**src/hw/rtl/imk_pkg.sv**
```systemverilog
`timescale 1ns / 1ps
// ----------------------------------------------------------------------------
// imk_pkg: shared types and codes for the iambic Morse keyer
// Tick width, element/class/edge codes, register indexes and the state,
// configuration and result structures passed between modules.
// ----------------------------------------------------------------------------
package imk_pkg;

  localparam int TICK_WIDTH = 32;
  localparam int CFG_ADDR_WIDTH = 3;
  localparam int CFG_DATA_WIDTH = 32;

  typedef logic [TICK_WIDTH-1:0] tick_t;

  typedef enum logic [1:0] {
    ELEM_NONE = 2'd0,
    ELEM_DIT  = 2'd1,
    ELEM_DAH  = 2'd2
  } elem_t;

  typedef enum logic [1:0] {
    CLS_OFF         = 2'd0,
    CLS_ON          = 2'd1,
    CLS_OFF_CHANGED = 2'd2,
    CLS_ON_CHANGED  = 2'd3
  } cls_t;

  typedef enum logic [1:0] {
    EDGE_NONE    = 2'd0,
    EDGE_PRESS   = 2'd1,
    EDGE_RELEASE = 2'd2
  } edge_t;

  typedef enum logic [CFG_ADDR_WIDTH-1:0] {
    CFG_DIT_TICKS   = 3'd0,
    CFG_DAH_TICKS   = 3'd1,
    CFG_GAP_TICKS   = 3'd2,
    CFG_LEAD_TICKS  = 3'd3,
    CFG_IAMBIC_MODE = 3'd4,
    CFG_PADDLE_SWAP = 3'd5
  } cfg_idx_t;

  typedef struct packed {
    tick_t dit_ticks;
    tick_t dah_ticks;
    tick_t gap_ticks;
    tick_t lead_ticks;
    logic  iambic_mode;
    logic  paddle_swap;
  } cfg_t;

  typedef struct packed {
    logic  dit_level_prev;
    logic  dah_level_prev;
    logic  dit_pending;
    logic  dah_pending;
    logic  dit_keyed;
    logic  dah_keyed;
    tick_t element_start;
    tick_t element_end;
    elem_t last_element;
  } state_t;

  typedef struct packed {
    logic  dah_waiting;
    logic  dit_waiting;
    elem_t current_element;
    edge_t key_edge;
  } result_t;

endpackage

```
**src/hw/rtl/iambic_morse_keyer.sv**
```systemverilog
`timescale 1ns / 1ps
// ----------------------------------------------------------------------------
// iambic_morse_keyer: iambic paddle keyer with tick-based element scheduling
// Usage:
//   s_* carries one word per tick: the tick count and the two paddle levels.
//   m_* returns one word per input word: key edge, current element and the
//   two pending flags after that tick.
//   cfg_* writes the registers (0 dit, 1 dah, 2 gap, 3 lead, 4 iambic mode,
//   5 paddle swap); it is always ready, other indexes are ignored. Write only
//   while no word is in flight.
// Timing:
//   An accepted word lands in the input register; the scheduler runs on it
//   and the result is captured in the output register. One word per clock is
//   sustained while the output is not stalled: the scheduler and state update
//   form one register-to-register pass, so the next word sees the updated state.
// Reset: rst clears all keyer state and sets iambic mode; the lengths are 0.
// Stall: while m_tready is low the result holds, one more word waits in the
//   input register, then s_tready drops.
// ----------------------------------------------------------------------------
module iambic_morse_keyer (
  input  logic                               clk,
  input  logic                               rst,
  input  logic                               s_tvalid,
  output logic                               s_tready,
  input  logic [39:0]                        s_tdata,   // now_ticks[31:0], dit_pressed,
                                                        // dah_pressed, zero pad
  output logic                               m_tvalid,
  input  logic                               m_tready,
  output logic [7:0]                         m_tdata,   // key_edge[1:0],
                                                        // current_element[1:0],
                                                        // dit_waiting, dah_waiting,
                                                        // zero pad
  input  logic                               cfg_valid,
  output logic                               cfg_ready,
  input  logic [imk_pkg::CFG_ADDR_WIDTH-1:0] cfg_addr,
  input  logic [imk_pkg::CFG_DATA_WIDTH-1:0] cfg_data
);

  imk_pkg::cfg_t    cfg;
  imk_pkg::state_t  state;
  imk_pkg::state_t  state_next;
  imk_pkg::result_t res_next;
  imk_pkg::result_t res;

  logic             in_valid;
  imk_pkg::tick_t   in_now;
  logic             in_dit;
  logic             in_dah;
  logic             advance;

  imk_cfg u_cfg (
    .clk       (clk),
    .rst       (rst),
    .cfg_valid (cfg_valid),
    .cfg_ready (cfg_ready),
    .cfg_addr  (cfg_addr),
    .cfg_data  (cfg_data),
    .cfg       (cfg)
  );

  imk_sched u_sched (
    .cfg         (cfg),
    .cur         (state),
    .now_ticks   (in_now),
    .dit_pressed (in_dit),
    .dah_pressed (in_dah),
    .nxt         (state_next),
    .res         (res_next)
  );

  assign advance  = in_valid && (!m_tvalid || m_tready);
  assign s_tready = !in_valid || advance;

  always_ff @(posedge clk) begin
    if (rst) begin
      in_valid <= 1'b0;
    end else if (s_tready) begin
      in_valid <= s_tvalid;
    end
    if (s_tvalid && s_tready) begin
      in_now <= s_tdata[imk_pkg::TICK_WIDTH-1:0];
      in_dit <= s_tdata[32];
      in_dah <= s_tdata[33];
    end
  end

  always_ff @(posedge clk) begin
    if (rst) begin
      state    <= '0;
      m_tvalid <= 1'b0;
    end else if (advance) begin
      state    <= state_next;
      m_tvalid <= 1'b1;
    end else if (m_tready) begin
      m_tvalid <= 1'b0;
    end
    if (advance) begin
      res <= res_next;
    end
  end

  assign m_tdata = {2'b00, res};

endmodule

```
**src/hw/rtl/imk_cfg.sv**
```systemverilog
`timescale 1ns / 1ps
// ----------------------------------------------------------------------------
// imk_cfg: keyer configuration registers
// Holds element lengths, gap, lead and mode bits; writes to unused indexes
// are dropped.
// ----------------------------------------------------------------------------
module imk_cfg (
  input  logic                               clk,
  input  logic                               rst,
  input  logic                               cfg_valid,
  output logic                               cfg_ready,
  input  logic [imk_pkg::CFG_ADDR_WIDTH-1:0] cfg_addr,
  input  logic [imk_pkg::CFG_DATA_WIDTH-1:0] cfg_data,
  output imk_pkg::cfg_t                      cfg
);

  assign cfg_ready = 1'b1;

  always_ff @(posedge clk) begin
    if (rst) begin
      cfg.dit_ticks   <= '0;
      cfg.dah_ticks   <= '0;
      cfg.gap_ticks   <= '0;
      cfg.lead_ticks  <= '0;
      cfg.iambic_mode <= 1'b1;
      cfg.paddle_swap <= 1'b0;
    end else if (cfg_valid) begin
      unique case (cfg_addr)
        imk_pkg::CFG_DIT_TICKS:   cfg.dit_ticks   <= cfg_data;
        imk_pkg::CFG_DAH_TICKS:   cfg.dah_ticks   <= cfg_data;
        imk_pkg::CFG_GAP_TICKS:   cfg.gap_ticks   <= cfg_data;
        imk_pkg::CFG_LEAD_TICKS:  cfg.lead_ticks  <= cfg_data;
        imk_pkg::CFG_IAMBIC_MODE: cfg.iambic_mode <= cfg_data[0];
        imk_pkg::CFG_PADDLE_SWAP: cfg.paddle_swap <= cfg_data[0];
        default: ;
      endcase
    end
  end

endmodule

```
**src/hw/rtl/imk_sched.sv**
```systemverilog
`timescale 1ns / 1ps
// ----------------------------------------------------------------------------
// imk_sched: per-tick element scheduler
// Classifies both paddles, handles them in priority order, schedules the
// next element and works out the key edge. Pure combinational next state.
// ----------------------------------------------------------------------------
module imk_sched (
  input  imk_pkg::cfg_t   cfg,
  input  imk_pkg::state_t cur,
  input  imk_pkg::tick_t  now_ticks,
  input  logic            dit_pressed,
  input  logic            dah_pressed,
  output imk_pkg::state_t nxt,
  output imk_pkg::result_t res
);

  function automatic imk_pkg::cls_t classify(input logic level, input logic prev);
    if (level == prev) begin
      return level ? imk_pkg::CLS_ON : imk_pkg::CLS_OFF;
    end
    return level ? imk_pkg::CLS_ON_CHANGED : imk_pkg::CLS_OFF_CHANGED;
  endfunction

  // One paddle: may schedule an element after the previous one plus the gap.
  function automatic imk_pkg::state_t handle(input imk_pkg::state_t s,
                                             input imk_pkg::elem_t elem,
                                             input imk_pkg::cls_t cls,
                                             input imk_pkg::tick_t len,
                                             input imk_pkg::tick_t now,
                                             input imk_pkg::cfg_t c);
    imk_pkg::state_t r;
    imk_pkg::tick_t  free_at;
    imk_pkg::tick_t  limit;
    imk_pkg::tick_t  start;
    logic            ok;
    logic            mine;
    logic            other;
    logic            mine_n;
    logic            go;
    r       = s;
    free_at = s.element_end + c.gap_ticks;
    limit   = now + c.lead_ticks;
    ok      = free_at < limit;
    mine    = (elem == imk_pkg::ELEM_DIT) ? s.dit_pending : s.dah_pending;
    other   = (elem == imk_pkg::ELEM_DIT) ? s.dah_pending : s.dit_pending;
    mine_n  = mine;
    go      = 1'b0;
    case (cls)
      imk_pkg::CLS_ON_CHANGED: begin
        if (ok) begin
          go = 1'b1;
        end else if (s.last_element != elem) begin
          mine_n = 1'b1;
        end
      end
      imk_pkg::CLS_ON: begin
        if (ok && !other) begin
          mine_n = 1'b0;
          go     = 1'b1;
        end
      end
      default: begin
        if (mine && ok && !other) begin
          mine_n = 1'b0;
          go     = 1'b1;
        end
      end
    endcase
    if (go) begin
      start           = (now > free_at) ? now : free_at;
      r.element_start = start;
      r.element_end   = start + len;
      r.last_element  = elem;
    end
    if (elem == imk_pkg::ELEM_DIT) begin
      r.dit_pending = mine_n;
    end else begin
      r.dah_pending = mine_n;
    end
    return r;
  endfunction

  logic            dit_lvl;
  logic            dah_lvl;
  imk_pkg::cls_t   dit_cls;
  imk_pkg::cls_t   dah_cls;
  logic            dit_first;
  imk_pkg::state_t base;
  imk_pkg::state_t pass1;
  imk_pkg::state_t pass2;
  logic            active;

  always_comb begin
    dit_lvl = cfg.paddle_swap ? dah_pressed : dit_pressed;
    dah_lvl = cfg.paddle_swap ? dit_pressed : dah_pressed;
    dit_cls = classify(dit_lvl, cur.dit_level_prev);
    dah_cls = classify(dah_lvl, cur.dah_level_prev);

    base                = cur;
    base.dit_level_prev = dit_lvl;
    base.dah_level_prev = dah_lvl;

    dit_first = (cur.last_element == imk_pkg::ELEM_DIT) ? !cfg.iambic_mode
                                                         : cfg.iambic_mode;
    if (dit_first) begin
      pass1 = handle(base, imk_pkg::ELEM_DIT, dit_cls, cfg.dit_ticks, now_ticks, cfg);
      pass2 = handle(pass1, imk_pkg::ELEM_DAH, dah_cls, cfg.dah_ticks, now_ticks, cfg);
    end else begin
      pass1 = handle(base, imk_pkg::ELEM_DAH, dah_cls, cfg.dah_ticks, now_ticks, cfg);
      pass2 = handle(pass1, imk_pkg::ELEM_DIT, dit_cls, cfg.dit_ticks, now_ticks, cfg);
    end

    // Key follows the flag of the last scheduled element only.
    nxt          = pass2;
    res.key_edge = imk_pkg::EDGE_NONE;
    active = (now_ticks >= pass2.element_start) && (now_ticks < pass2.element_end);
    unique case (pass2.last_element)
      imk_pkg::ELEM_DIT: begin
        if (!active && pass2.dit_keyed) begin
          nxt.dit_keyed = 1'b0;
          res.key_edge  = imk_pkg::EDGE_RELEASE;
        end else if (active && !pass2.dit_keyed) begin
          nxt.dit_keyed = 1'b1;
          res.key_edge  = imk_pkg::EDGE_PRESS;
        end
      end
      imk_pkg::ELEM_DAH: begin
        if (!active && pass2.dah_keyed) begin
          nxt.dah_keyed = 1'b0;
          res.key_edge  = imk_pkg::EDGE_RELEASE;
        end else if (active && !pass2.dah_keyed) begin
          nxt.dah_keyed = 1'b1;
          res.key_edge  = imk_pkg::EDGE_PRESS;
        end
      end
      default: ;
    endcase

    res.current_element = pass2.last_element;
    res.dit_waiting     = pass2.dit_pending;
    res.dah_waiting     = pass2.dah_pending;
  end

endmodule
```
**config.mk**
```make
export PLATFORM = sky130hd
export DESIGN_NAME = iambic_morse_keyer
export DESIGN_NICKNAME = d
export VERILOG_FILES = /design/src/hw/rtl/imk_pkg.sv /design/src/hw/rtl/iambic_morse_keyer.sv /design/src/hw/rtl/imk_cfg.sv /design/src/hw/rtl/imk_sched.sv
export SDC_FILE = /design/constraint.sdc
export NUM_CORES = 2
export LEC_CHECK = 0
export BUFFER_PORTS_ARGS = -buffer_cell sky130_fd_sc_hd__buf_2
export CORE_UTILIZATION = 36
export DETAILED_ROUTE_END_ITERATION = 8
export SLEW_MARGIN = 40
export SYNTH_ARGS = -nofsm -noshare
export SYNTH_HDL_FRONTEND = slang
export SYNTH_SLANG_ARGS = --single-unit
```
**constraint.sdc**
```tcl
create_clock -name clk -period 22.3 [get_ports clk]
set_clock_uncertainty 0.1 [all_clocks]
set_input_delay 4.46 -clock clk [delete_from_list [all_inputs] [get_ports clk]]
set_output_delay 4.46 -clock clk [all_outputs]
set_load 0.005 [all_outputs]
```
Word level (Yosys, flattened, before mapping):

Index checks and enable logic that the tools add are counted.

* output and inout port bits: 11
* input bits: 80
* logic and storage cells: 175
* register bits: 244

* reductions and logical operators: 39
* $add $sub $neg: 8
* mux-type cells: 78
* equality and inequality tests: 18
* $lt $le $gt $ge: 8

Operators with widths (number)
* $mux 66: 6
* $add 32x32->32: 8
* $lt 32x32->1: 4
* $gt 32x32->1: 3
* $mux 32: 3
* $mux 70: 1
* $mux 1: 53
* $ge 32x32->1: 1
* $logic_and 1x1->1: 19
* $pmux 1 s2: 8
* $mux 2: 6
* $reduce_and 2->1: 6
* $logic_not 1->1: 10
* $eq 2x1->1 const B: 4
* $eq 2x2->1 const B: 3
* $eq 3x2->1 const B: 2
* $eq 3x3->1 const B: 2
* $ne 2x1->1 const B: 2
* $ne 2x2->1 const B: 2
* $pmux 2 s2: 1
* $eq 3x1->1 const B: 1
* $logic_not 3->1: 1
* $eq 1x1->1: 2
* $logic_or 1x1->1: 2
* $reduce_bool 2->1: 1

Longest topological paths before layout:

* depth in word-level cells: 24
* gate-level depth with buffers: 90
* gate-level depth less buffers: 87

Modules after synthesis:

From an unflattened synthesis, not the netlist that was laid out.

* cells, all modules: 4041
* area, all modules: 32861.5 µm²

Modules (own cells, without submodules)
* imk_sched: cells an instance 3211, area an instance 23112.2 µm², seq. area each 0.0 µm², instances 1
* imk_cfg: cells an instance 465, area an instance 5151.2 µm², seq. area each 2602.5 µm², instances 1
* iambic_morse_keyer: cells an instance 365, area an instance 4598.2 µm², seq. area each 2682.6 µm², instances 1

Worst setup path after synthesis:

OpenSTA, ideal clock, no wires.

* kind: register to register
* start point: register u_cfg.cfg[40] (netlist name)
* end point: register res, in the netlist m_tdata[0] (data pin)
* cell stages (with the launch flop): 78
* path buffers: 3
* required time: 21.941 ns
* clock period less this slack: 16.493 ns
* setup time: 0.259 ns
* setup slack: 5.807 ns
* arrival time: 16.134 ns
* path through: dfxtp_1 > ha_1 > and4_4 > and3_1 > a22o_1 > o21a_1 > o31ai_2 > o211ai_1 > a2111o_1 > o311ai_0 > inv_1 > ha_1 > a21o_1 > a21o_1 > a21o_1 > a21o_1 > a211oi_1 > o21ai_0 > (+42 left out) > o211ai_1 > a211oi_1 > a211oi_1 > or4_1 > nand3_1 > xor2_1 > a2111oi_0 > o21ai_0 > a21oi_1 > nor2b_1 > ha_1 > and4_1 > nand4_1 > nor2_1 > or4b_2 > a31oi_1 > nor3_1 > nor3b_1

RTL lines
* end signal, assigned: RTL line iambic_morse_keyer.sv:98 `res <= res_next;`
* end, declared: RTL line iambic_morse_keyer.sv:43 `imk_pkg::result_t res;`

==> flow_summary.toml <==
[outcome]
outcome = "completed"

[route]
vias = 31700
drt_first_pass_iters = 6
met2_wirelength_mm = 55.3
wl_mm = 128
vias_per_cell = 5.90
topRoutingLayerUsed = "met5"
wl_met3_mm = 10.2
wl_met1_mm = 57.4
drc_errors = 0
antenna_left = 0
post_drt_wl_per_cell_um = 23.9
drtIter0Drc = 3507

[clock_network]
clk_latency_ns = 0.58
tritoncts = "yes"
numCtsBuffers = 34
cts-root-buf = "clkbuf_16"
cts.path.max_buffers = 3
clk_pin_slew_ns = 0.06
htreeDepth = 2
cts.sinks = 244
postCtsSetupRepairBufs = 0

[critical_path]
cp-start-kind = "flip-flop"
cp-end-kind = "flip-flop"
cp_num_buf_inv = 13
r2r-start = "u_cfg.cfg[49]$_SDFFE_PP0P_"
cp.arrival_ns = 21.67
critPathSlowestCell = "or4b_2"
critPathRequiredTime_ns = 22.50
worst_path_most_repeated_cell = "buf_4"
crit_start = "u_cfg.cfg[49]$_SDFFE_PP0P_"
critPathMaxFanout = 19
max_stage_delay_ns = 0.69
crit_type = "reg -> reg"
critPathTopFamily = "compound AO/OA/AOI/OAI gates"

[job]
maxCapViolCount = 0

[layout]
num_antenna_cells = 0
finalCoreUtilization = 0.411
final_common_cell = "nand2_1"
layout_common_cells = "nand2_1, ha_1, a21oi_1, nor2_1, o21ai_0"
drive_gt1_frac = 0.106
area_growth_pct = 12.6
fin_nets = 4795

[pwr]
power.internal_mw = 1.48
power.leakage_nw = 15.6
power_frac_clock = 0.212
comb_power_share = 0.607
peakVddDrop_mv = 0.0465
power_frac_seq = 0.181
p_per_area_nw_per_um2 = 81.4
p_sw_mw = 1.32
finalPower_mw = 2.80
p_sw_frac = 0.471

[global_routing]
antenna_found_initial = 1
grt_usage = 0.291
grt_max_degree = 71
grt_pass1_vias = 29400
grt_pass1_wl_mm = 189
gr-total-overflow = 0

[worst_hold_path]
holdCritPathClass = "reg -> reg"
min_from = "u_cfg.cfg[12]$_SDFFE_PP0P_"

[synth]
syn_area_per_cell_sq_um = 7.52
synth-async-reset-ratio = 0
synth_cells = 4072
synth_edf_count = 40
synth_cell_types = 91
yosys.area.top_type = "ha_1"
ys_ff_latch = 244
synth_area_leaders = "ha_1, dfxtp_1, a21oi_1"
synth_top_area_frac = 0.203
ys_warn_count = 0
synthFlopType = "dfxtp_1"
yosysSeqAreaShare = 0.173
syn_area_sq_um = 30600

[floorplanning]
core_sq_um = 84000
die_y_um = 294
row_count = 106
die_area_sq_um = 86200
io_pins = 91
start_util = 0.365
chipWidth_um = 294

[sta]
slew_violations = 0
tightest_slew_ns = 0.887
hold_viol_final = 0
rsz0062_at_grt = "no"
period_minus_slack_ns = 21.47
max_freq_mhz = 46.6
slew_headroom = 0.407
setup_viol = 0
setup_tns_ns = 0
fin_crit_sh = 0.963

[placement]
routabilityCongestion = 1.02
dp_hpwl_mm = 99.9
io_buffers = 81
[sequential cells by signal, indices dropped and copies added, names as in the netlist]
| register | cells |
|---|---|
| in_dah | 1 |
| u_cfg.cfg | 130 |
| in_now | 32 |
| state | 72 |
| m_tdata | 6 |
| m_tvalid | 1 |
| in_dit | 1 |
| in_valid | 1 |
[tightest hold or removal path, cell delays in order, from the launching register on]
cell     delay, ns
dfxtp_1       0.31
nand2_1       0.05
a21oi_1       0.05
[what timing repair did]
| item | in CTS | in global routing |
|---|---|---|
| setup endpoints to repair | 0 | 1 |
| hold buffers | 0 | 0 |
| resized for setup | 0 | 1 |
[final cells by class]
type	instances	area (sq um)
inverters	203	763
well taps	1134	1420
multi-input cells	3470	24100
flip-flops and latches	244	5290
clock inverters	12	158
repair buffers	256	1750
clock buffers	50	1020
fillers	8663	49500
[per-stage QoR]
| step | area [sq um] | hold WS, ns | setup slack (ns) | instances |
|---|---|---|---|---|
| 6_report | 34500 | 0.360 | 0.832 | 5369 |
| 5_1_grt | 34500 | 0.372 | 0.121 | 5369 |
| 2_1_floorplan | 30600 | 0.341 | 5.81 | 4073 |
| 4_1_cts | 34400 | 0.361 | 0.999 | 5368 |
| 3_3_place_gp | 33200 | 0.349 | 1.10 | 5306 |
| 3_5_place_dp | 33300 | 0.353 | 1.10 | 5306 |
[power by group through the flow]
stage                     clock, mW  sequential [mW]  combinational [mW]
after floorplan                   0            0.504                1.12
after global placement            0            0.515                1.64
after detailed placement          0            0.515                1.65
after CTS                     0.609            0.505                1.66
after global routing          0.621            0.509                1.85
final                         0.596            0.506                1.70
[cell families after synthesis]
kind of cell	count (synthesis)	synth area share
other cells	2	0.000245
compound gates	1342	0.275
flops	244	0.173
mux	132	0.0464
fa+ha+maj	506	0.209
buf+inv	359	0.0459
simple gates	1277	0.191
xor+xnor	210	0.0603
[worst paths after layout]
path,slack [ns],end,cells after the start
setup / recovery,0.83,m_tdata[0]$_DFFE_PP_,86
hold / removal,0.36,u_cfg.cfg[12]$_SDFFE_PP0P_,2
setup reg to reg,0.83,m_tdata[0]$_DFFE_PP_,86
hold reg to reg,0.36,u_cfg.cfg[12]$_SDFFE_PP0P_,2
[cell usage after synthesis (57+ instances only)]
master,n
nand2_1,580
ha_1,498
a21oi_1,461
nor2_1,265
o21ai_0,245
dfxtp_1,204
inv_1,202
a21o_1,167
xnor2_1,124
clkbuf_1,112
xor2_1,85
mux2_2,77
o211ai_1,70
a211oi_1,64
nand2b_1,59
nand4_1,59
nand3_1,58
nor3_1,57
[metal layers]
metal,GRT usage,up-vias
met4,0.115,2
met5,0,-
met1,0.402,14900
met2,0.458,1346
met3,0.0365,242
li1,-,15200
No activity file was read; power rests on OpenSTA's default activity.
